$ cat src/hw/rtl/trl_pkg.sv
// ----------------------------------------------------------------------------
// trl_pkg: shared types and constants for turn-limited heading rotation
// Widths, register indexes, reset values and the structs passed between the
// front end, the queue and the back end.
// ----------------------------------------------------------------------------
package trl_pkg;

  localparam int POS_WIDTH_DEF  = 24;
  localparam int UNIT_FRAC_DEF  = 14;
  localparam int QUEUE_DEPTH    = 2;

  // Normalized difference components have their larger magnitude in [2^30, 2^31).
  localparam int NORM_W         = 31;
  // Integer square root of a sum of two squares of NORM_W-bit values.
  localparam int SQRT_W         = 32;
  localparam int SQRT_IN_W      = 2 * SQRT_W;

  localparam int CFG_IDX_W      = 2;
  localparam int CFG_DATA_W     = 16;

  localparam logic [CFG_IDX_W-1:0] CFG_COS_MAX_TURN = 2'd0;
  localparam logic [CFG_IDX_W-1:0] CFG_SIN_MAX_TURN = 2'd1;
  localparam logic [CFG_IDX_W-1:0] CFG_FACING_COS   = 2'd2;

  localparam logic signed [15:0] COS_MAX_TURN_RST = 16'sd0;
  localparam logic        [14:0] SIN_MAX_TURN_RST = 15'd16384;
  localparam logic signed [15:0] FACING_COS_RST   = 16'sd16384;

  typedef struct packed {
    logic signed [15:0] cos_max_turn;
    logic        [14:0] sin_max_turn;
    logic signed [15:0] facing_cos;
  } trl_cfg_t;

  typedef struct packed {
    logic signed [15:0] hx;
    logic signed [15:0] hy;
    logic signed [15:0] vx;
    logic signed [15:0] vy;
    logic               neg_x;
    logic               neg_y;
    logic               zero;
  } trl_pay_t;

  typedef struct packed {
    trl_pay_t            pay;
    logic [NORM_W-1:0]   nx;
    logic [NORM_W-1:0]   ny;
  } trl_qent_t;

  typedef struct packed {
    logic signed [15:0] new_heading_x;
    logic signed [15:0] new_heading_y;
    logic signed [15:0] new_vel_x;
    logic signed [15:0] new_vel_y;
    logic signed [15:0] side_x;
    logic signed [15:0] side_y;
    logic               facing;
  } trl_res_t;

endpackage

$ cat src/hw/rtl/trl_front.sv
// ----------------------------------------------------------------------------
// trl_front: difference vector and normalization
// Forms the target-minus-position vector, flags a zero vector, and scales the
// magnitudes by a common power of two through a pipelined shifter.
// ----------------------------------------------------------------------------
module trl_front #(
  parameter int POS_WIDTH = trl_pkg::POS_WIDTH_DEF
) (
  input  logic                        clk_i,
  input  logic                        rst_ni,
  input  logic                        acc_i,
  input  logic                        full_i,
  input  logic signed [POS_WIDTH-1:0] pos_x_i,
  input  logic signed [POS_WIDTH-1:0] pos_y_i,
  input  logic signed [POS_WIDTH-1:0] target_x_i,
  input  logic signed [POS_WIDTH-1:0] target_y_i,
  input  logic signed [15:0]          heading_x_i,
  input  logic signed [15:0]          heading_y_i,
  input  logic signed [15:0]          vel_x_i,
  input  logic signed [15:0]          vel_y_i,
  output logic                        valid_o,
  output trl_pkg::trl_qent_t          ent_o
);

  localparam int DW = POS_WIDTH + 1;
  localparam int EW = (POS_WIDTH > trl_pkg::NORM_W) ? POS_WIDTH : trl_pkg::NORM_W;
  localparam int NS = $clog2(EW);

  logic en;
  assign en = !full_i;

  logic signed [DW-1:0] dx, dy;
  logic        [DW-1:0] abs_x, abs_y;
  assign dx    = DW'(target_x_i) - DW'(pos_x_i);
  assign dy    = DW'(target_y_i) - DW'(pos_y_i);
  assign abs_x = dx[DW-1] ? DW'(-dx) : DW'(dx);
  assign abs_y = dy[DW-1] ? DW'(-dy) : DW'(dy);

  logic                  a_v_q;
  logic [POS_WIDTH-1:0]  a_ax_q, a_ay_q;
  trl_pkg::trl_pay_t     a_pay_q;

  always_ff @(posedge clk_i or negedge rst_ni) begin
    if (!rst_ni) begin
      a_v_q <= 1'b0;
    end else if (en) begin
      a_v_q <= acc_i;
    end
  end

  always_ff @(posedge clk_i) begin
    if (en) begin
      a_ax_q        <= abs_x[POS_WIDTH-1:0];
      a_ay_q        <= abs_y[POS_WIDTH-1:0];
      a_pay_q.hx    <= heading_x_i;
      a_pay_q.hy    <= heading_y_i;
      a_pay_q.vx    <= vel_x_i;
      a_pay_q.vy    <= vel_y_i;
      a_pay_q.neg_x <= dx[DW-1];
      a_pay_q.neg_y <= dy[DW-1];
      a_pay_q.zero  <= (abs_x == '0) && (abs_y == '0);
    end
  end

  logic              n_v_q   [NS+1];
  logic [EW-1:0]     n_mx_q  [NS+1];
  logic [EW-1:0]     n_ax_q  [NS+1];
  logic [EW-1:0]     n_ay_q  [NS+1];
  trl_pkg::trl_pay_t n_pay_q [NS+1];

  // Stage zero: larger magnitude.
  always_ff @(posedge clk_i or negedge rst_ni) begin
    if (!rst_ni) begin
      n_v_q[0] <= 1'b0;
    end else if (en) begin
      n_v_q[0] <= a_v_q;
    end
  end

  always_ff @(posedge clk_i) begin
    if (en) begin
      n_mx_q[0]  <= EW'((a_ax_q > a_ay_q) ? a_ax_q : a_ay_q);
      n_ax_q[0]  <= EW'(a_ax_q);
      n_ay_q[0]  <= EW'(a_ay_q);
      n_pay_q[0] <= a_pay_q;
    end
  end

  // Left-normalize the larger magnitude, halving the shift step each stage.
  for (genvar k = 1; k <= NS; k++) begin : g_norm
    localparam int SH = 1 << (NS - k);
    logic do_shift;
    assign do_shift = (n_mx_q[k-1][EW-1 -: SH] == '0);

    always_ff @(posedge clk_i or negedge rst_ni) begin
      if (!rst_ni) begin
        n_v_q[k] <= 1'b0;
      end else if (en) begin
        n_v_q[k] <= n_v_q[k-1];
      end
    end

    always_ff @(posedge clk_i) begin
      if (en) begin
        n_mx_q[k]  <= do_shift ? (n_mx_q[k-1] << SH) : n_mx_q[k-1];
        n_ax_q[k]  <= do_shift ? (n_ax_q[k-1] << SH) : n_ax_q[k-1];
        n_ay_q[k]  <= do_shift ? (n_ay_q[k-1] << SH) : n_ay_q[k-1];
        n_pay_q[k] <= n_pay_q[k-1];
      end
    end
  end

  assign valid_o   = n_v_q[NS];
  assign ent_o.pay = n_pay_q[NS];
  assign ent_o.nx  = n_ax_q[NS][EW-1 -: trl_pkg::NORM_W];
  assign ent_o.ny  = n_ay_q[NS][EW-1 -: trl_pkg::NORM_W];

endmodule

$ cat config.mk
export PLATFORM = sky130hd
export DESIGN_NAME = trl_front
export DESIGN_NICKNAME = d
export VERILOG_FILES = /design/src/hw/rtl/trl_pkg.sv /design/src/hw/rtl/trl_front.sv
export SDC_FILE = /design/constraint.sdc
export NUM_CORES = 1
export LEC_CHECK = 0
export BUFFER_PORTS_ARGS = -buffer_cell sky130_fd_sc_hd__buf_2
export CAP_MARGIN = 0
export CORE_MARGIN = 1.5
export CORE_UTILIZATION = 43
export CTS_BUF_LIST = sky130_fd_sc_hd__clkbuf_8
export DETAILED_ROUTE_END_ITERATION = 10
export PLACE_DENSITY = 0.58
export SLEW_MARGIN = 20
export SYNTH_ARGS = -nofsm -noshare
export SYNTH_HDL_FRONTEND = slang
export SYNTH_SLANG_ARGS = --single-unit
$ cat constraint.sdc
create_clock -name clk_i -period 3.86 [get_ports clk_i]
set_clock_uncertainty 0.05 [all_clocks]
set_input_delay 1.158 -clock clk_i [delete_from_list [all_inputs] [get_ports clk_i]]
set_output_delay 1.158 -clock clk_i [all_outputs]
set_load 0.05 [all_outputs]
==> reports/qor.yml, run 1 <==
outcome:
  status: "finished, violations left"
  violations: "negative setup slack"
floorplan:
  start_util_pct: 43.41
  fp-row-count: 107
  ios: 294
  die_area_mm2: 0.08773
  fp.dieH_um: 296.2
  core_mm2: 0.08515
  die_w_um: 296.2
worst_setup_path:
  crit_family: "compound AO/OA/AOI/OAI gates"
  crit_arrival_ns: 4.62
  cp-end-kind: "flip-flop"
  critPathMaxStageDelay_ns: 0.40
  worst-path-buf-inv: 3
  crit_fanout: 5
  worst_path_most_repeated_cell: "a2111oi_4"
  critPathLaunchType: "input port"
  crit_chain: "buf_6 > inv_12 > ha_4 > fa_2 > nand2b_4 > a21bo_4 > a21o_1 > a221o_1 > or3b_4 > nor4_4 > buf_4 > a2111oi_4 > and3b_1 > a2111oi_2 > and4bb_1 > nand4b_1 > a2111oi_4"
  critPathKind: "input port to flip-flop"
  cp_slowest_cell: "fa_2"
  worstPathRequired_ns: 4.37
clocking:
  h-tree-depth: 4
  clk_pin_slew_ns: 0.06
  clockBufferDepth: 3
  ctsHoldBuffers: 0
  cts_sinks: 932
  clk-insertion-delay-late_ns: 0.78
  cts_tree: "yes"
  cts_buffers: 149
  root_buffer: "clkbuf_8"
synth:
  syn_area_mm2: 0.03696
  syn_area_per_cell_um2: 17.40
  synth_ff_type: "edfxtp_1"
  ys_types: 86
  synth_cells: 2124
  async_flop_share_pct: 0.7511
  synth_seq_cells: 932
  yosysWarnings: 0
  syn-num-nets: 2364
  synth-edff-count: 925
  seq_area_frac_synth_pct: 75.62
drt:
  vias_per_cell: 4.765
  met1Wirelength_um: 28960
  drt-wirelength-per-cell_um: 16.31
  drc: 0
  drtAntennaViolNets: 0
  top_layer_used: "met4"
  firstDrtPassIters: 5
  wl_met3_um: 2718
  route.met2.wl_um: 33200
  drt-total-wl_um: 66540
  vias: 19440
  drtIter0Drc: 1057
timing:
  slew_violations: 0
  period_minus_slack_ns: 4.111
  hold_ws_ns: 0.1570
  finalHoldViolCount: 0
  layout_setup_ws_ns: -0.2506
  worstMarginPinSlew_ns: 0.7313
  slew-limit-headroom_pct: 50.63
  fmax_ghz: 0.2433
  rsz0062_at_grt: "true"
  setup_viol: 2
  period_share_pct: 106.5
global_routing:
  grt_max_degree: 109
  grt_antenna_before_repair: 3
  grt_pass1_vias: 19830
  grt_pass1_wl_um: 103900
  grtUsageTotal_pct: 14.99
  grt.overflow.total: 0
final_layout:
  finalNonFillerCells: 4079
  syn2layout_area_growth_pct: 23.03
  final_cell_mix: "edfxtp_1, buf_4, buf_2, mux2_2, clkbuf_8"
  nets: 3069
  multi_input_area_mm2: 0.008926
  regArea_mm2: 0.02795
  mostFrequentLayoutCell: "edfxtp_1"
  drive_gt1_share_pct: 39.46
  num-fill-cells: 7019
placed_design:
  routabilityCongestion: 0.8395
  hpwl_um: 45480
  dpl_worst_slack_ns: -1.316
  dp_cells: 3805
  io_buffers: 293
power:
  power_density_mw_per_mm2: 528.8
  p_leak_nw: 17.28
  ir_drop_mv: 0.2659
  p_total_w: 0.02405
hold_path:
  min-delay-path-class: "input port to asynchronous set/reset pin"
job:
  max_cap_violations: 0
-- power by group --
| group | internal, W | switching (W) | total (W) |
|---|---|---|---|
| clock | 0.00410 | 0.00369 | 0.00779 |
| sequential | 0.0123 | 0.000456 | 0.0128 |
| combinational | 0.00162 | 0.00187 | 0.00349 |
-- cells by family after synthesis --
family,count (synthesis),synth area share (%)
AO/OA/AOI/OAI,258,4.688
XOR/XNOR,82,1.963
adder cells (fa/ha/maj),76,2.613
buffers and inverters,155,1.618
flip-flops,932,75.62
multiplexers,271,8.253
AND/OR/NAND/NOR,350,5.243
-- metrics by stage --
stage                     cell area, um^2  setup TNS, ns  utilization, %
final                               45480        -0.2510           53.41
after detailed placement            42220         -12.96           49.59
after CTS                           45110        -0.2651           52.98
after global placement              42220         -10.81           49.59
after global routing                45480        -0.4544           53.41
after floorplan                     37150              -               -
-- area by class of cell --
| class | instances | area share (%) |
|---|---|---|
| diodes | 3 | 0.01651 |
| clock buffers | 152 | 4.600 |
| clock inverters | 102 | 1.461 |
| inverters | 96 | 0.8502 |
| multi-input cells | 1037 | 19.63 |
| flip-flops and latches | 932 | 61.46 |
| well taps | 1144 | 3.148 |
| repair buffers | 613 | 8.832 |
-- sequential cells by signal (all words and copies together), names as in the netlist --
signal	flops
n_pay_q	402
n_ax_q	179
n_ay_q	179
a_pay_q	67
n_mx_q	50
a_ax_q	24
a_ay_q	24
n_v_q	5
a_v_q	1
valid_o	1
-- timing repair --
item	CTS	global route
pin swaps	28	37
endpoints found under the setup margin	1	5
gates resized for setup	21	51
buffers inserted	6	12
-- synth_stat cells (14+ instances only) --
cell	count	share of area, %
a21o_1	27	0.55
a21oi_1	80	1.1
and2_1	34	0.58
clkbuf_1	49	0.50
edfxtp_1	925	75
ha_1	74	2.5
inv_1	96	0.97
mux2_2	270	8.2
nand2_1	59	0.60
nand3_1	19	0.26
nand4_1	14	0.24
nor2_1	63	0.64
nor2b_1	68	1.2
nor3_1	20	0.27
o21ai_0	46	0.62
xnor2_1	56	1.3
xor2_1	25	0.59
-- worst paths after layout --
| check | start | endpoint | slack, ns | cells past startpoint |
|---|---|---|---|---|
| worst min register to register | n_pay_q[3][15] | n_pay_q[4][15] | 0.35 | 0 |
| min in group clk_i | n_pay_q[3][15] | n_pay_q[4][15] | 0.35 | 0 |
| worst min-delay path | rst_ni | valid_o | 0.16 | 1 |
| worst max register to register | a_ax_q[9] | n_mx_q[0][0] | 0.84 | 14 |
| max in group asynchronous | rst_ni | n_v_q[1] | 3.45 | 1 |
| worst max-delay path | target_y_i[0] | a_pay_q[0] | -0.25 | 17 |
-- routing by layer --
metal  vias up  global-route usage, %
met1      9318                  19.00
met4         0                  6.210
met5         -                      0
li1       9583                      -
met2       423                  24.97
met3       112                  3.253
Note: power is estimated with default switching activity, not from simulation.
==> run 2: changes to the inputs <==
--- a/config.mk
+++ b/config.mk
@@ -7,11 +7,14 @@
 export LEC_CHECK = 0
 export BUFFER_PORTS_ARGS = -buffer_cell sky130_fd_sc_hd__buf_2
 export CAP_MARGIN = 0
+export CELL_PAD_IN_SITES_DETAIL_PLACEMENT = 1
+export CELL_PAD_IN_SITES_GLOBAL_PLACEMENT = 1
 export CORE_MARGIN = 1.5
 export CORE_UTILIZATION = 43
 export CTS_BUF_LIST = sky130_fd_sc_hd__clkbuf_8
 export DETAILED_ROUTE_END_ITERATION = 10
-export PLACE_DENSITY = 0.58
+export PLACE_DENSITY = 0.66
+export RECOVER_POWER = 50
 export SLEW_MARGIN = 20
 export SYNTH_ARGS = -nofsm -noshare
 export SYNTH_HDL_FRONTEND = slang
==> run 2 against run 1 <==
  * The flow finishes with violations (max-capacitance violations, max-slew violations, negative setup slack)
  * Hold slack improved by 0.062 ns
  * Critical path depth is 3 lower
  * Sequential power is essentially flat
  * Final area decreased by 0.61%
  * Via count increased by 2.0%
  * Critical endpoint unchanged
==> reports/qor.yml, run 2 (same netlist as run 1, synthesis figures left out) <==
global_routing:
  grt.overflow.total: 0
  grtUsageTotal_pct: 16.63
  grt_pass1_wl_um: 114400
  grt_max_degree: 149
  grt_pass1_vias: 21570
  grt_antenna_before_repair: 2
timing:
  slew-limit-headroom_pct: -2.476
  slew_violations: 67
  period_share_pct: 110.1
  hold_ws_ns: 0.2185
  worstMarginPinSlew_ns: 1.537
  setup_viol: 1
  layout_setup_ws_ns: -0.3893
  rsz0062_at_grt: "true"
  finalHoldViolCount: 0
  period_minus_slack_ns: 4.249
  fmax_ghz: 0.2353
drt:
  drtAntennaViolNets: 0
  drt-wirelength-per-cell_um: 17.98
  vias: 19830
  drt-total-wl_um: 73290
  drtIter0Drc: 887
  vias_per_cell: 4.866
  firstDrtPassIters: 4
  drc: 0
clocking:
  cts_sinks: 932
  h-tree-depth: 4
  ctsHoldBuffers: 0
  root_buffer: "clkbuf_8"
  clockBufferDepth: 3
  cts_buffers: 149
  clk-insertion-delay-late_ns: 0.77
  cts_tree: "yes"
  clk_pin_slew_ns: 0.06
outcome:
  status: "finished, violations left"
  violations: "max-capacitance violations, max-slew violations, negative setup slack"
power:
  ir_drop_mv: 0.2858
  power_density_mw_per_mm2: 531.8
  p_leak_nw: 17.15
  p_switching_w: 0.006092
  intPower_w: 0.01794
  pwr-share-clk_pct: 32.1
  p_total_w: 0.02404
  power_switching_share_pct: 25.34
  comb_power_share_pct: 14.6
  power_frac_seq_pct: 53.3
final_layout:
  syn2layout_area_growth_pct: 22.28
  num-fill-cells: 8281
  mostFrequentLayoutCell: "edfxtp_1"
  multi_input_area_mm2: 0.008802
  nets: 3068
  regArea_mm2: 0.02795
  largest_register_ffs: 402
  final_cell_mix: "edfxtp_1, buf_4, buf_2, mux2_2, clkbuf_8"
  regMostFlops: "n_pay_q"
  reg_top3: "n_pay_q x402, n_ax_q x179, n_ay_q x179"
  drive_gt1_share_pct: 38.19
floorplan:
  die_w_um: 296.2
  ios: 294
  fp-row-count: 107
  core_mm2: 0.08515
  die_area_mm2: 0.08773
  fp.dieH_um: 296.2
  start_util_pct: 43.41
placed_design:
  io_buffers: 293
  routabilityCongestion: 0.8513
  hpwl_um: 52300
worst_setup_path:
  cp-end-kind: "flip-flop"
  critPathKind: "input port to flip-flop"
  worstPathRequired_ns: 4.38
  critPathLaunchType: "input port"
  crit_arrival_ns: 4.77
  crit_fanout: 6
hold_path:
  min-delay-path-class: "input port to asynchronous set/reset pin"
job:
  max_cap_violations: 1
-- run 2: cell count changes in the layout (fill, tap and decap cells not counted), moves of 4 or more --
cell and delta:
buf_4 -16, clkinv_8 +4, buf_12 -4, a21oi_1 +4
clkbuf_1 +26, buf_2 -14, clkbuf_2 +6, inv_1 -5
-- run 2: path summary, 6_finish.rpt --
kind                                 from  slack (ns)  depth (start not counted)             end
hold / removal                     rst_ni        0.22                          1        n_v_q[1]
setup reg to reg                a_ax_q[1]        0.72                         13   n_mx_q[0][14]
setup / recovery            target_y_i[2]       -0.39                         14      a_pay_q[0]
min in group clk_i         n_pay_q[3][58]        0.35                          0  n_pay_q[4][58]
hold reg to reg            n_pay_q[3][58]        0.35                          0  n_pay_q[4][58]
max in group asynchronous          rst_ni        3.25                          1        n_v_q[2]
-- run 2: layer usage --
metal	vias to the layer above	routed length (um)	global-route usage (%)
met5	-	0	0
met1	9718	30790	20.20
met4	0	2092	6.508
li1	9571	-	-
met3	139	2674	3.193
met2	404	37740	29.15
-- run 2: what timing repair did --
item | in CTS | in global routing
setup buffers | 3 | 6
endpoints found under the setup margin | 1 | 5
gates resized for setup | 3 | 48
pin swaps | 2 | 35
gates cloned | 0 | 0
-- run 2: metrics by stage --
step | TNS [ns] | setup WS (ns) | instances | util [%] | cell area, um^2
global route | -0.5501 | -0.5474 | 4076 | 53.08 | 45200
floorplan | - | -11.82 | 2124 | - | 37150
global placement | -11.50 | -1.305 | 3812 | 49.67 | 42290
finish | -0.3893 | -0.3893 | 4076 | 53.08 | 45200
detailed placement | -14.00 | -1.416 | 3812 | 49.67 | 42290
CTS | -0.3593 | -0.3593 | 4068 | 52.93 | 45070
-- run 2: power groups by stage --
| stage | clock network (W) | registers (W) | logic [W] |
|---|---|---|---|
| final | 0.00772 | 0.0128 | 0.00351 |
| after global routing | 0.00836 | 0.0129 | 0.00382 |
| after CTS | 0.00800 | 0.0128 | 0.00348 |
| after detailed placement | 0 | 0.0130 | 0.00346 |
| after global placement | 0 | 0.0130 | 0.00332 |
| after floorplan | 0 | 0.0133 | 0.00176 |
-- run 2: worst max-delay path: stages --
cell       delay, ns
buf_8           0.10
ha_4            0.23
o211a_1         0.23
a21boi_4        0.16
or3_4           0.42
a2111oi_4       0.32
nand4_1         0.22
nor4_4          0.48
a31oi_1         0.17
xnor2_1         0.20
a2111oi_2       0.35
and4bb_1        0.24
nand4b_1        0.17
a2111oi_2       0.32
-- run 2: layout make-up --
cell class	count	area share [%]
multi-input combinational	1037	19.47
timing repair buffer	612	8.587
tap	1144	3.167
clock buffer	155	4.720
antenna	2	0.01107
inverter	96	0.8499
clock inverter	98	1.348
sequential	932	61.84
