==> src/hw/rtl/trl_pkg.sv <==
// ----------------------------------------------------------------------------
// trl_pkg: shared types and constants for turn-limited heading rotation
// Widths, register indexes, reset values and the structs passed between the
// front end, the queue and the back end.
// ----------------------------------------------------------------------------
package trl_pkg;

  localparam int POS_WIDTH_DEF  = 24;
  localparam int UNIT_FRAC_DEF  = 14;
  localparam int QUEUE_DEPTH    = 2;

  // Normalized difference components have their larger magnitude in [2^30, 2^31).
  localparam int NORM_W         = 31;
  // Integer square root of a sum of two squares of NORM_W-bit values.
  localparam int SQRT_W         = 32;
  localparam int SQRT_IN_W      = 2 * SQRT_W;

  localparam int CFG_IDX_W      = 2;
  localparam int CFG_DATA_W     = 16;

  localparam logic [CFG_IDX_W-1:0] CFG_COS_MAX_TURN = 2'd0;
  localparam logic [CFG_IDX_W-1:0] CFG_SIN_MAX_TURN = 2'd1;
  localparam logic [CFG_IDX_W-1:0] CFG_FACING_COS   = 2'd2;

  localparam logic signed [15:0] COS_MAX_TURN_RST = 16'sd0;
  localparam logic        [14:0] SIN_MAX_TURN_RST = 15'd16384;
  localparam logic signed [15:0] FACING_COS_RST   = 16'sd16384;

  typedef struct packed {
    logic signed [15:0] cos_max_turn;
    logic        [14:0] sin_max_turn;
    logic signed [15:0] facing_cos;
  } trl_cfg_t;

  typedef struct packed {
    logic signed [15:0] hx;
    logic signed [15:0] hy;
    logic signed [15:0] vx;
    logic signed [15:0] vy;
    logic               neg_x;
    logic               neg_y;
    logic               zero;
  } trl_pay_t;

  typedef struct packed {
    trl_pay_t            pay;
    logic [NORM_W-1:0]   nx;
    logic [NORM_W-1:0]   ny;
  } trl_qent_t;

  typedef struct packed {
    logic signed [15:0] new_heading_x;
    logic signed [15:0] new_heading_y;
    logic signed [15:0] new_vel_x;
    logic signed [15:0] new_vel_y;
    logic signed [15:0] side_x;
    logic signed [15:0] side_y;
    logic               facing;
  } trl_res_t;

endpackage

==> src/hw/rtl/trl_queue.sv <==
// ----------------------------------------------------------------------------
// trl_queue: short FIFO between front end and back end
// Register-based queue; the read entry is visible combinationally.
// ----------------------------------------------------------------------------
module trl_queue #(
  parameter int DEPTH = trl_pkg::QUEUE_DEPTH
) (
  input  logic               clk_i,
  input  logic               rst_ni,
  input  logic               push_i,
  input  trl_pkg::trl_qent_t data_i,
  input  logic               pop_i,
  output logic               full_o,
  output logic               valid_o,
  output trl_pkg::trl_qent_t data_o
);

  localparam int PTR_W = (DEPTH > 1) ? $clog2(DEPTH) : 1;
  localparam int CNT_W = $clog2(DEPTH + 1);

  trl_pkg::trl_qent_t mem_q [DEPTH];
  logic [PTR_W-1:0]   wr_q, wr_d, rd_q, rd_d;
  logic [CNT_W-1:0]   cnt_q, cnt_d;
  logic               do_pop;

  assign full_o  = (cnt_q == CNT_W'(DEPTH));
  assign valid_o = (cnt_q != '0);
  assign data_o  = mem_q[rd_q];
  assign do_pop  = pop_i && valid_o;

  always_comb begin
    wr_d  = wr_q;
    rd_d  = rd_q;
    cnt_d = cnt_q;
    if (push_i) begin
      wr_d = (wr_q == PTR_W'(DEPTH - 1)) ? '0 : wr_q + 1'b1;
    end
    if (do_pop) begin
      rd_d = (rd_q == PTR_W'(DEPTH - 1)) ? '0 : rd_q + 1'b1;
    end
    if (push_i && !do_pop) begin
      cnt_d = cnt_q + 1'b1;
    end else if (!push_i && do_pop) begin
      cnt_d = cnt_q - 1'b1;
    end
  end

  always_ff @(posedge clk_i or negedge rst_ni) begin
    if (!rst_ni) begin
      wr_q  <= '0;
      rd_q  <= '0;
      cnt_q <= '0;
    end else begin
      wr_q  <= wr_d;
      rd_q  <= rd_d;
      cnt_q <= cnt_d;
    end
  end

  always_ff @(posedge clk_i) begin
    if (push_i) begin
      mem_q[wr_q] <= data_i;
    end
  end

endmodule

==> config.mk <==
export PLATFORM = sky130hd
export DESIGN_NAME = trl_queue
export DESIGN_NICKNAME = d
export VERILOG_FILES = /design/src/hw/rtl/trl_pkg.sv /design/src/hw/rtl/trl_queue.sv
export SDC_FILE = /design/constraint.sdc
export NUM_CORES = 1
export LEC_CHECK = 0
export BUFFER_PORTS_ARGS = -buffer_cell sky130_fd_sc_hd__buf_2
export CAP_MARGIN = 40
export CORE_MARGIN = 3
export CORE_UTILIZATION = 50
export CTS_BUF_LIST = sky130_fd_sc_hd__clkbuf_2 sky130_fd_sc_hd__clkbuf_4 sky130_fd_sc_hd__clkbuf_8
export DETAILED_ROUTE_END_ITERATION = 8
export PLACE_DENSITY = 0.8
export SLEW_MARGIN = 20
export SYNTH_ARGS = -nofsm -noshare
export SYNTH_HDL_FRONTEND = slang
export SYNTH_SLANG_ARGS = --single-unit
==> constraint.sdc <==
create_clock -name clk_i -period 7.89 [get_ports clk_i]
set_input_delay 1.1835 -clock clk_i [delete_from_list [all_inputs] [get_ports clk_i]]
set_output_delay 1.1835 -clock clk_i [all_outputs]
set_load 0.01 [all_outputs]
==> results of run 1 <==
-- cells by family (layout without fill, tap and decap cells) --
| kind of cell | after synthesis | count (layout) |
|---|---|---|
| multiplexers | 129 | 129 |
| adder cells (fa/ha/maj) | 1 | 1 |
| buffers and inverters | 14 | 344 |
| AND/OR/NAND/NOR | 6 | 6 |
| XOR/XNOR | 5 | 5 |
| flip-flops | 262 | 262 |
-- cell type report --
cell class                 instances  area, sq um  area share, %
clock inverter                    20          136           1.14
multi-input combinational        141         1550           13.0
clock buffer                      51          639           5.34
sequential                       262         7850           65.6
tap                              229          287           2.39
timing repair buffer             273         1500           12.6
-- worst register-to-register path: stages (launching register included) --
cell	delay, ns
sky130_fd_sc_hd__dfrtp_1	0.42
sky130_fd_sc_hd__nor2b_4	0.11
sky130_fd_sc_hd__buf_4	0.20
sky130_fd_sc_hd__buf_16	0.28
sky130_fd_sc_hd__buf_4	0.39
sky130_fd_sc_hd__buf_16	0.28
-- layer usage --
metal  wire [microns]  up-vias
li1                 -     2278
met1             6700     2406
met2             9270      201
met3             1580       34
met4              403        0
met5                0        -
-- through the flow --
stage,cell area [sq um],setup slack (ns)
floorplan,9520,0.481
global placement,11000,4.33
detailed placement,11000,4.29
CTS,11800,3.73
global route,12000,4.41
finish,12000,4.52
-- where the power goes --
part           internal, W  switching, W  total (W)
combinational     0.000585      0.000655    0.00124
sequential         0.00185     0.0000694    0.00192
clock             0.000596      0.000469    0.00107
-- state kept, by name, summed over array words and instances (netlist names) --
signal	cells
mem_q	258
cnt_q	2
rd_q	1
wr_q	1
-- worst paths after layout --
check | start | end
worst max-delay path | rd_q | data_o[37]
min in group clk_i | cnt_q[1] | cnt_q[1]
worst max register to register | wr_q | mem_q[0][108]
worst min register to register | cnt_q[1] | cnt_q[1]
worst min-delay path | rst_ni | cnt_q[1]
max in group asynchronous | rst_ni | rd_q
-- cells in the final DEF, fill, tap and decap left out --
cell	synthesis	final
sky130_fd_sc_hd__buf_12	0	1
sky130_fd_sc_hd__buf_16	0	5
sky130_fd_sc_hd__clkinv_2	0	7
sky130_fd_sc_hd__clkbuf_4	0	10
sky130_fd_sc_hd__dfrtp_1	4	3
sky130_fd_sc_hd__xor2_1	3	3
sky130_fd_sc_hd__clkinv_1	0	11
sky130_fd_sc_hd__nand2_1	1	1
sky130_fd_sc_hd__and2_4	0	1
sky130_fd_sc_hd__clkbuf_8	0	41
sky130_fd_sc_hd__or2_2	1	1
sky130_fd_sc_hd__dfrtp_4	0	1
sky130_fd_sc_hd__buf_4	1	4
sky130_fd_sc_hd__ha_1	1	1
sky130_fd_sc_hd__buf_2	3	263
sky130_fd_sc_hd__mux2_2	129	129
sky130_fd_sc_hd__bufinv_16	0	2
sky130_fd_sc_hd__nor2_1	1	1
sky130_fd_sc_hd__nor2b_4	0	1
sky130_fd_sc_hd__edfxtp_1	258	258
sky130_fd_sc_hd__nor2b_1	2	1
sky130_fd_sc_hd__xnor2_1	2	2
-- synth_stat cells (all sizes together) --
library cell and n:
buf 14, nor2b 2, and2 1, dfrtp 4, or2 1, nor2 1
nand2 1, edfxtp 258, mux2 129, ha 1, xnor2 2, xor2 3
==> summary.txt, run 1 <==
STA
  – Final Critical Period: 3.37 ns
  – Pins over their slew limit: 0
  – Number of endpoints with negative hold slack in the final report: 0
  – Fmax achieved: 0.297 GHz
  – Final worst path period share: 42.7%
  – Max Clock Skew: 0.00864 ns
  – Summed negative setup slack over all endpoints: 0 ns
  – Worst Hold Slack: 0.480 ns
  – Transition time at the pin with the least slew margin: 0.374 ns
  – Unrepaired setup endpoints after global routing: no
  – Slew margin rel.: 75.0%
  – Setup violators final: 0

Worst setup path
  – Cells along the critical path: buf_4 > buf_12 > mux2_2 > buf_2
  – Kind of end point of the critical path: primary output
  – Cell with the largest stage delay on the worst path: sky130_fd_sc_hd__dfrtp_4
  – Depth of the worst register-to-register path: 5
  – Worst path buffer plus inverter count: 3
  – Critical path depth: 4
  – Sort of element at the start of the critical path: register
  – Critical path's top delay family: buffers and inverters
  – Required @ worst endpoint: 6.71 ns
  – Worst Path Arrival: 2.19 ns
  – CP max FO: 40
  – Classification of the worst setup path: reg2out
  – Setup slack, reg-to-reg: 5.83 ns
  – Slowest cell delay on critical path: 0.48 ns

Clocking
  – Number of buffers created by CTS: 40
  – H-tree Lvls: 2
  – Max clock buf depth: 3
  – Post-cts sizing count: 0
  – Clock slew seen by the registers of the worst setup and hold paths: 0.06 ns
  – Number of clock sinks: 262
  – Clock latency reported for the late side of the worst-skew pair: 0.50 ns
  – Number of buffers inserted for hold repair after clock tree synthesis: 0
  – Clock tree from TritonCTS: built
  – Root buffer cell: sky130_fd_sc_hd__clkbuf_8
  – Post-CTS setup-driven buffer insertion count: 0

Status
  – Run status: complete, no violations

Die
  – Core outline area: 0.0183 sq mm
  – Effective utilization at floorplan: 52.0%
  – Top-level port count: 264
  – Die X: 144 microns
  – Floorplan row count: 49
  – Area of the die: 0.0207 sq mm
  – Die Span Y: 144 microns

Synthesis
  – Synth Area in XOR/XNOR: 0.460%
  – Count of cell types in the netlist: 14
  – Count of state elements after synthesis: 262
  – Compound-gate portion of the synthesized area: 0%
  – Combinational family with the most area after synthesis: multiplexers
  – Top cells by area, synth: sky130_fd_sc_hd__edfxtp_1 81%, sky130_fd_sc_hd__mux2_2 15%, sky130_fd_sc_hd__buf_6 1.2%, sky130_fd_sc_hd__dfrtp_1 1.1%, sky130_fd_sc_hd__xor2_1 0.28%
  – Post-Synth Adder-Cell Area: 0.131%
  – Average cell area after synthesis: 22.8 sq um
  – Cell type contributing the most total cell area after synthesis: sky130_fd_sc_hd__edfxtp_1
  – Sequential element share of the synthesized area: 82.4%
  – Net count after synthesis: 551
  – Mapped Cells: 417
  – YS warnings: 0
  – Post-synth top area share: 81.3%
  – Summed instance area of the synthesized netlist: 0.00952 sq mm
  – Simple-gate share of the synthesized area: 0.342%
  – Share of cell area taken by muxes after synthesis: 15.3%

Drt
  – Count of TritonRoute iterations in the first routing pass: 6
  – Detailed router's first-iteration violation count: 155
  – Routed WL: 18000 microns
  – Drc violations: 0
  – Average via count per standard cell: 5.04
  – Via total after detailed routing: 4919
  – Antenna-violating nets left: 0
  – Average wire per cell in the routed design: 18.4 microns

Finish
  – Util after Layout: 65.3%
  – Fraction of layout cells with a size suffix above 1: 62.4%
  – Synthesis-to-finish area growth: 25.7%
  – Nets: 852
  – # fillers: 1251
  – Number of antenna repair diodes: 0
  – Non-Filler Instances: 976

Global routing
  – Global routing usage on met2: 29.0%
  – Antenna violations before repair: 0
  – Sum of overflow across all layers after global routing: 0
  – Met3 demand-to-capacity share in global routing: 5.52%
  – Grt met1 use: 18.7%
  – Total GRT Usage: 16.5%
  – Global-route wire length before repair: 26500 microns
  – Pin count of the biggest net entering global routing: 67
  – Peak-usage layer in the global routing report: met2
  – Vias in the first global route: 5292

Flow run
  – Count of max-cap constraint violations: 0

Placement
  – IO Port Bufs: 263
  – GPL Wtd Cong: 0.741
  – Estimated wirelength of the detail-placed design: 11800 microns
  – Cell count after placement: 899

Power
  – Peak supply drop: 0.225 mV
  – Static Leakage: 4.56 nW
  – Design Power: 0.00422 W
  – Total power density per cell area: 353 mW/mm^2

Min path
  – Worst Hold Class: in2async
Note: power is estimated with default switching activity, not from simulation.
==> run 2: changes to the inputs <==
Settings changed: ABC_AREA set to 1.
Clock period 7.89 ns to 3.2 ns, I/O delays scaled along.
==> run 2 against run 1 <==
Worst hold slack got worse by 0.33 ns. Count of clock-buffer cells in the layout increased by 1. Final cell count is 31% higher. Routed wire length up 11%. Global-route usage is 1.5 points higher. First-iteration DRC count rose by 97%.
==> summary.txt, run 2 <==
Finish
  – Number of antenna repair diodes: 0 (unchanged)
  – Commonest cells after routing, fill and taps aside: 396 x sky130_fd_sc_hd__nand2_1, 263 x sky130_fd_sc_hd__buf_2, 258 x sky130_fd_sc_hd__edfxtp_1
  – Fraction of layout cells with a size suffix above 1: 33.2% (-29 points)
  – Synthesis-to-finish area growth: 25.3%
  – Nets: 1126 (+32%)
  – Largest registers: mem_q: 258 flops, cnt_q: 2 flops
  – Most common cell after layout, fill and taps aside: sky130_fd_sc_hd__nand2_1
  – Flip-flop count of the largest register, all copies and words added: 258 (unchanged)
  – Post-route cell area: 0.0121 sq mm (+0.78%)
  – # fillers: 1356 (+8.4%)
  – Register containing the most flip-flops in the final layout: mem_q

Synthesis
  – Most common library cells after synthesis: 396 x sky130_fd_sc_hd__nand2_1, 258 x sky130_fd_sc_hd__edfxtp_1, 16 x sky130_fd_sc_hd__buf_2
  – Cell with the most instances after synthesis: sky130_fd_sc_hd__nand2_1
  – Summed instance area of the synthesized netlist: 0.00963 sq mm (+1.1%)
  – Count of flip-flops with a built-in enable after synthesis: 258 (unchanged)
  – Post-synth top flop: sky130_fd_sc_hd__edfxtp_1
  – Average cell area after synthesis: 13.7 sq um (-40%)
  – Async set or reset register ratio after synthesis: 1.53% (unchanged)
  – Sequential element share of the synthesized area: 81.5% (-0.90 points)
  – Top cells by area, synth: sky130_fd_sc_hd__edfxtp_1 80%, sky130_fd_sc_hd__nand2_1 15%, sky130_fd_sc_hd__buf_6 1.3%, sky130_fd_sc_hd__dfrtp_1 1.0%, sky130_fd_sc_hd__buf_2 0.83%
  – Mapped Cells: 702 (+68%)
  – Count of state elements after synthesis: 262 (unchanged)
  – YS warnings: 0 (unchanged)
  – Post-synth top area share: 80.5% (-0.89 points)
  – Net count after synthesis: 836 (+52%)
  – Cell type contributing the most total cell area after synthesis: sky130_fd_sc_hd__edfxtp_1
  – Count of cell types in the netlist: 15 (+1)

Min path
  – Worst Hold Class: in2reg

Clocking
  – Clock slew seen by the registers of the worst setup and hold paths: 0.06 ns (about the same)
  – Number of clock sinks: 262 (unchanged)
  – Root buffer cell: sky130_fd_sc_hd__clkbuf_8
  – Number of buffers created by CTS: 42 (+5.0%)
  – H-tree Lvls: 2 (unchanged)
  – Post-CTS setup-driven buffer insertion count: 0 (unchanged)
  – Clock latency reported for the late side of the worst-skew pair: 0.51 ns (about the same)
  – Number of buffers inserted for hold repair after clock tree synthesis: 1 (+1)
  – Clock tree from TritonCTS: built
  – Max clock buf depth: 3 (unchanged)
  – Post-cts sizing count: 0 (unchanged)

Global routing
  – Antenna violations before repair: 2 (+2)
  – Global-route wire length before repair: 29200 microns (+10%)
  – Pin count of the biggest net entering global routing: 77 (+15%)
  – Total GRT Usage: 18.0% (+1.5 points)
  – Vias in the first global route: 5918 (+12%)
  – Sum of overflow across all layers after global routing: 0 (unchanged)

Placement
  – IO Port Bufs: 263 (unchanged)
  – GPL Wtd Cong: 0.763 (+2.9%)
  – Placed standard-cell area: 0.0112 sq mm (+1.4%)
  – Estimated wirelength of the detail-placed design: 12400 microns (+5.3%)

Drt
  – Average via count per standard cell: 4.78 (-5.1%)
  – Average wire per cell in the routed design: 15.5 microns (-16%)
  – Detailed router's first-iteration violation count: 305 (+97%)
  – Routed WL: 19800 microns (+11%)
  – Via total after detailed routing: 6128 (+25%)
  – Count of TritonRoute iterations in the first routing pass: 4 (-2)
  – Antenna-violating nets left: 0 (unchanged)
  – Drc violations: 0 (unchanged)

STA
  – Max Clock Skew: 0.0155 ns (+0.00690 ns)
  – Number of endpoints with negative hold slack in the final report: 0 (unchanged)
  – Final worst path period share: 82.6%
  – Slew margin rel.: 63.5% (-12 points)
  – Fmax achieved: 0.378 GHz
  – Pins over their slew limit: 0 (unchanged)
  – Transition time at the pin with the least slew margin: 0.548 ns (+0.174 ns)
  – Summed negative setup slack over all endpoints: 0 ns (unchanged)
  – Unrepaired setup endpoints after global routing: no
  – Setup violators final: 0 (unchanged)
  – Final Critical Period: 2.64 ns

Power
  – Design Power: 0.0108 W (+160%)
  – Static Leakage: 5.25 nW (+15%)
  – Peak supply drop: 0.613 mV (+170%)
  – Total power density per cell area: 899 mW/mm^2 (+150%)

Die
  – Die Span Y: 145 microns (+0.53%)
  – Floorplan row count: 50 (+2.0%)
  – Area of the die: 0.0210 sq mm (+1.1%)
  – Core outline area: 0.0188 sq mm (+2.7%)
  – Die X: 145 microns (+0.53%)
  – Top-level port count: 264 (unchanged)
  – Effective utilization at floorplan: 51.1% (-0.82 points)

Worst setup path
  – Required @ worst endpoint: 2.72 ns (-3.99 ns)
  – Cell occurring most often along the worst timing path: sky130_fd_sc_hd__nand2_1
  – Slowest cell delay on critical path: 0.77 ns (+0.29 ns)
  – Critical path's top delay family: flip-flops
  – Worst Path Arrival: 2.16 ns (-0.03 ns)
  – CP max FO: 47 (+18%)
  – Classification of the worst setup path: reg2out
  – Worst path buffer plus inverter count: 2 (-1)
  – Cells along the critical path: buf_4 > nand2_1 > nand2_1 > buf_2
  – Sort of element at the start of the critical path: register
  – Cell with the largest stage delay on the worst path: sky130_fd_sc_hd__dfrtp_4
  – Kind of end point of the critical path: primary output

Flow run
  – Count of max-cap constraint violations: 0 (unchanged)

Status
  – Run status: complete, no violations
## run 2: cell count changes after synthesis, moves of 6 or more
cell,before,now
sky130_fd_sc_hd__mux2_2,129,0
sky130_fd_sc_hd__inv_1,0,6
sky130_fd_sc_hd__buf_2,3,16
sky130_fd_sc_hd__nand2_1,1,396
## run 2: path summary, 6_finish.rpt
check / start / to / cells past startpoint / slack [ns]
worst max-delay path: rd_q / data_o[82] / 4 / 0.56
worst min-delay path: data_i[92] / mem_q[1][92] / 1 / 0.15
worst max register to register: wr_q / mem_q[1][24] / 4 / 1.61
worst min register to register: cnt_q[1] / cnt_q[1] / 2 / 0.47
max in group asynchronous: rst_ni / rd_q / 2 / 2.76
min in group asynchronous: rst_ni / wr_q / 2 / 0.30
## run 2: kinds of logic (layout without fill, tap and decap cells)
group | count (synthesis) | after routing | synth area share [%]
adder cells (fa/ha/maj) | 1 | 1 | 0.130
XOR/XNOR | 2 | 2 | 0.182
AND/OR/NAND/NOR | 401 | 401 | 15.7
buffers and inverters | 36 | 355 | 2.51
flip-flops | 262 | 262 | 81.5
## run 2: stage by stage
stage	setup WS, ns	util (%)	instances	hold slack [ns]
global route	0.368	64.1	1281	0.103
finish	0.556	64.1	1281	0.145
detailed placement	1.05	59.4	1205	0.297
floorplan	0.337	-	702	0.184
CTS	0.471	63.8	1279	0.109
global placement	1.06	59.4	1205	0.292
## run 2: per-layer routing
metal / GRT usage [%] / up-vias / share of wire (%)
met4: 6.14 / 4 / 2.4
met2: 30.1 / 282 / 49
met5: 0 / - / 0.14
met1: 21.8 / 2838 / 39
li1: - / 2957 / -
met3: 6.28 / 47 / 8.6
## run 2: worst reg2reg max path, delay by kind of cell, from the launching register on
| family | cells | cell delay, ns |
|---|---|---|
| buf+inv | 3 | 0.70 |
| flops | 1 | 0.41 |
| simple gates | 1 | 0.12 |
## run 2: layout make-up
type | instances | area, sq um | area share (%)
Timing Repair Buffer | 275 | 1490 | 12.4
Multi-Input combinational cell | 404 | 1550 | 12.8
Clock inverter | 21 | 143 | 1.18
Sequential cell | 262 | 7850 | 65.1
Inverter | 7 | 32.5 | 0.270
Tap cell | 260 | 325 | 2.70
Clock buffer | 52 | 672 | 5.57
## run 2: power by group
group	total [W]	switching, W	internal (W)
Sequential	0.00480	0.000247	0.00455
Clock	0.00275	0.00121	0.00154
Combinational	0.00330	0.00218	0.00113
Total	0.0108	0.00363	0.00722
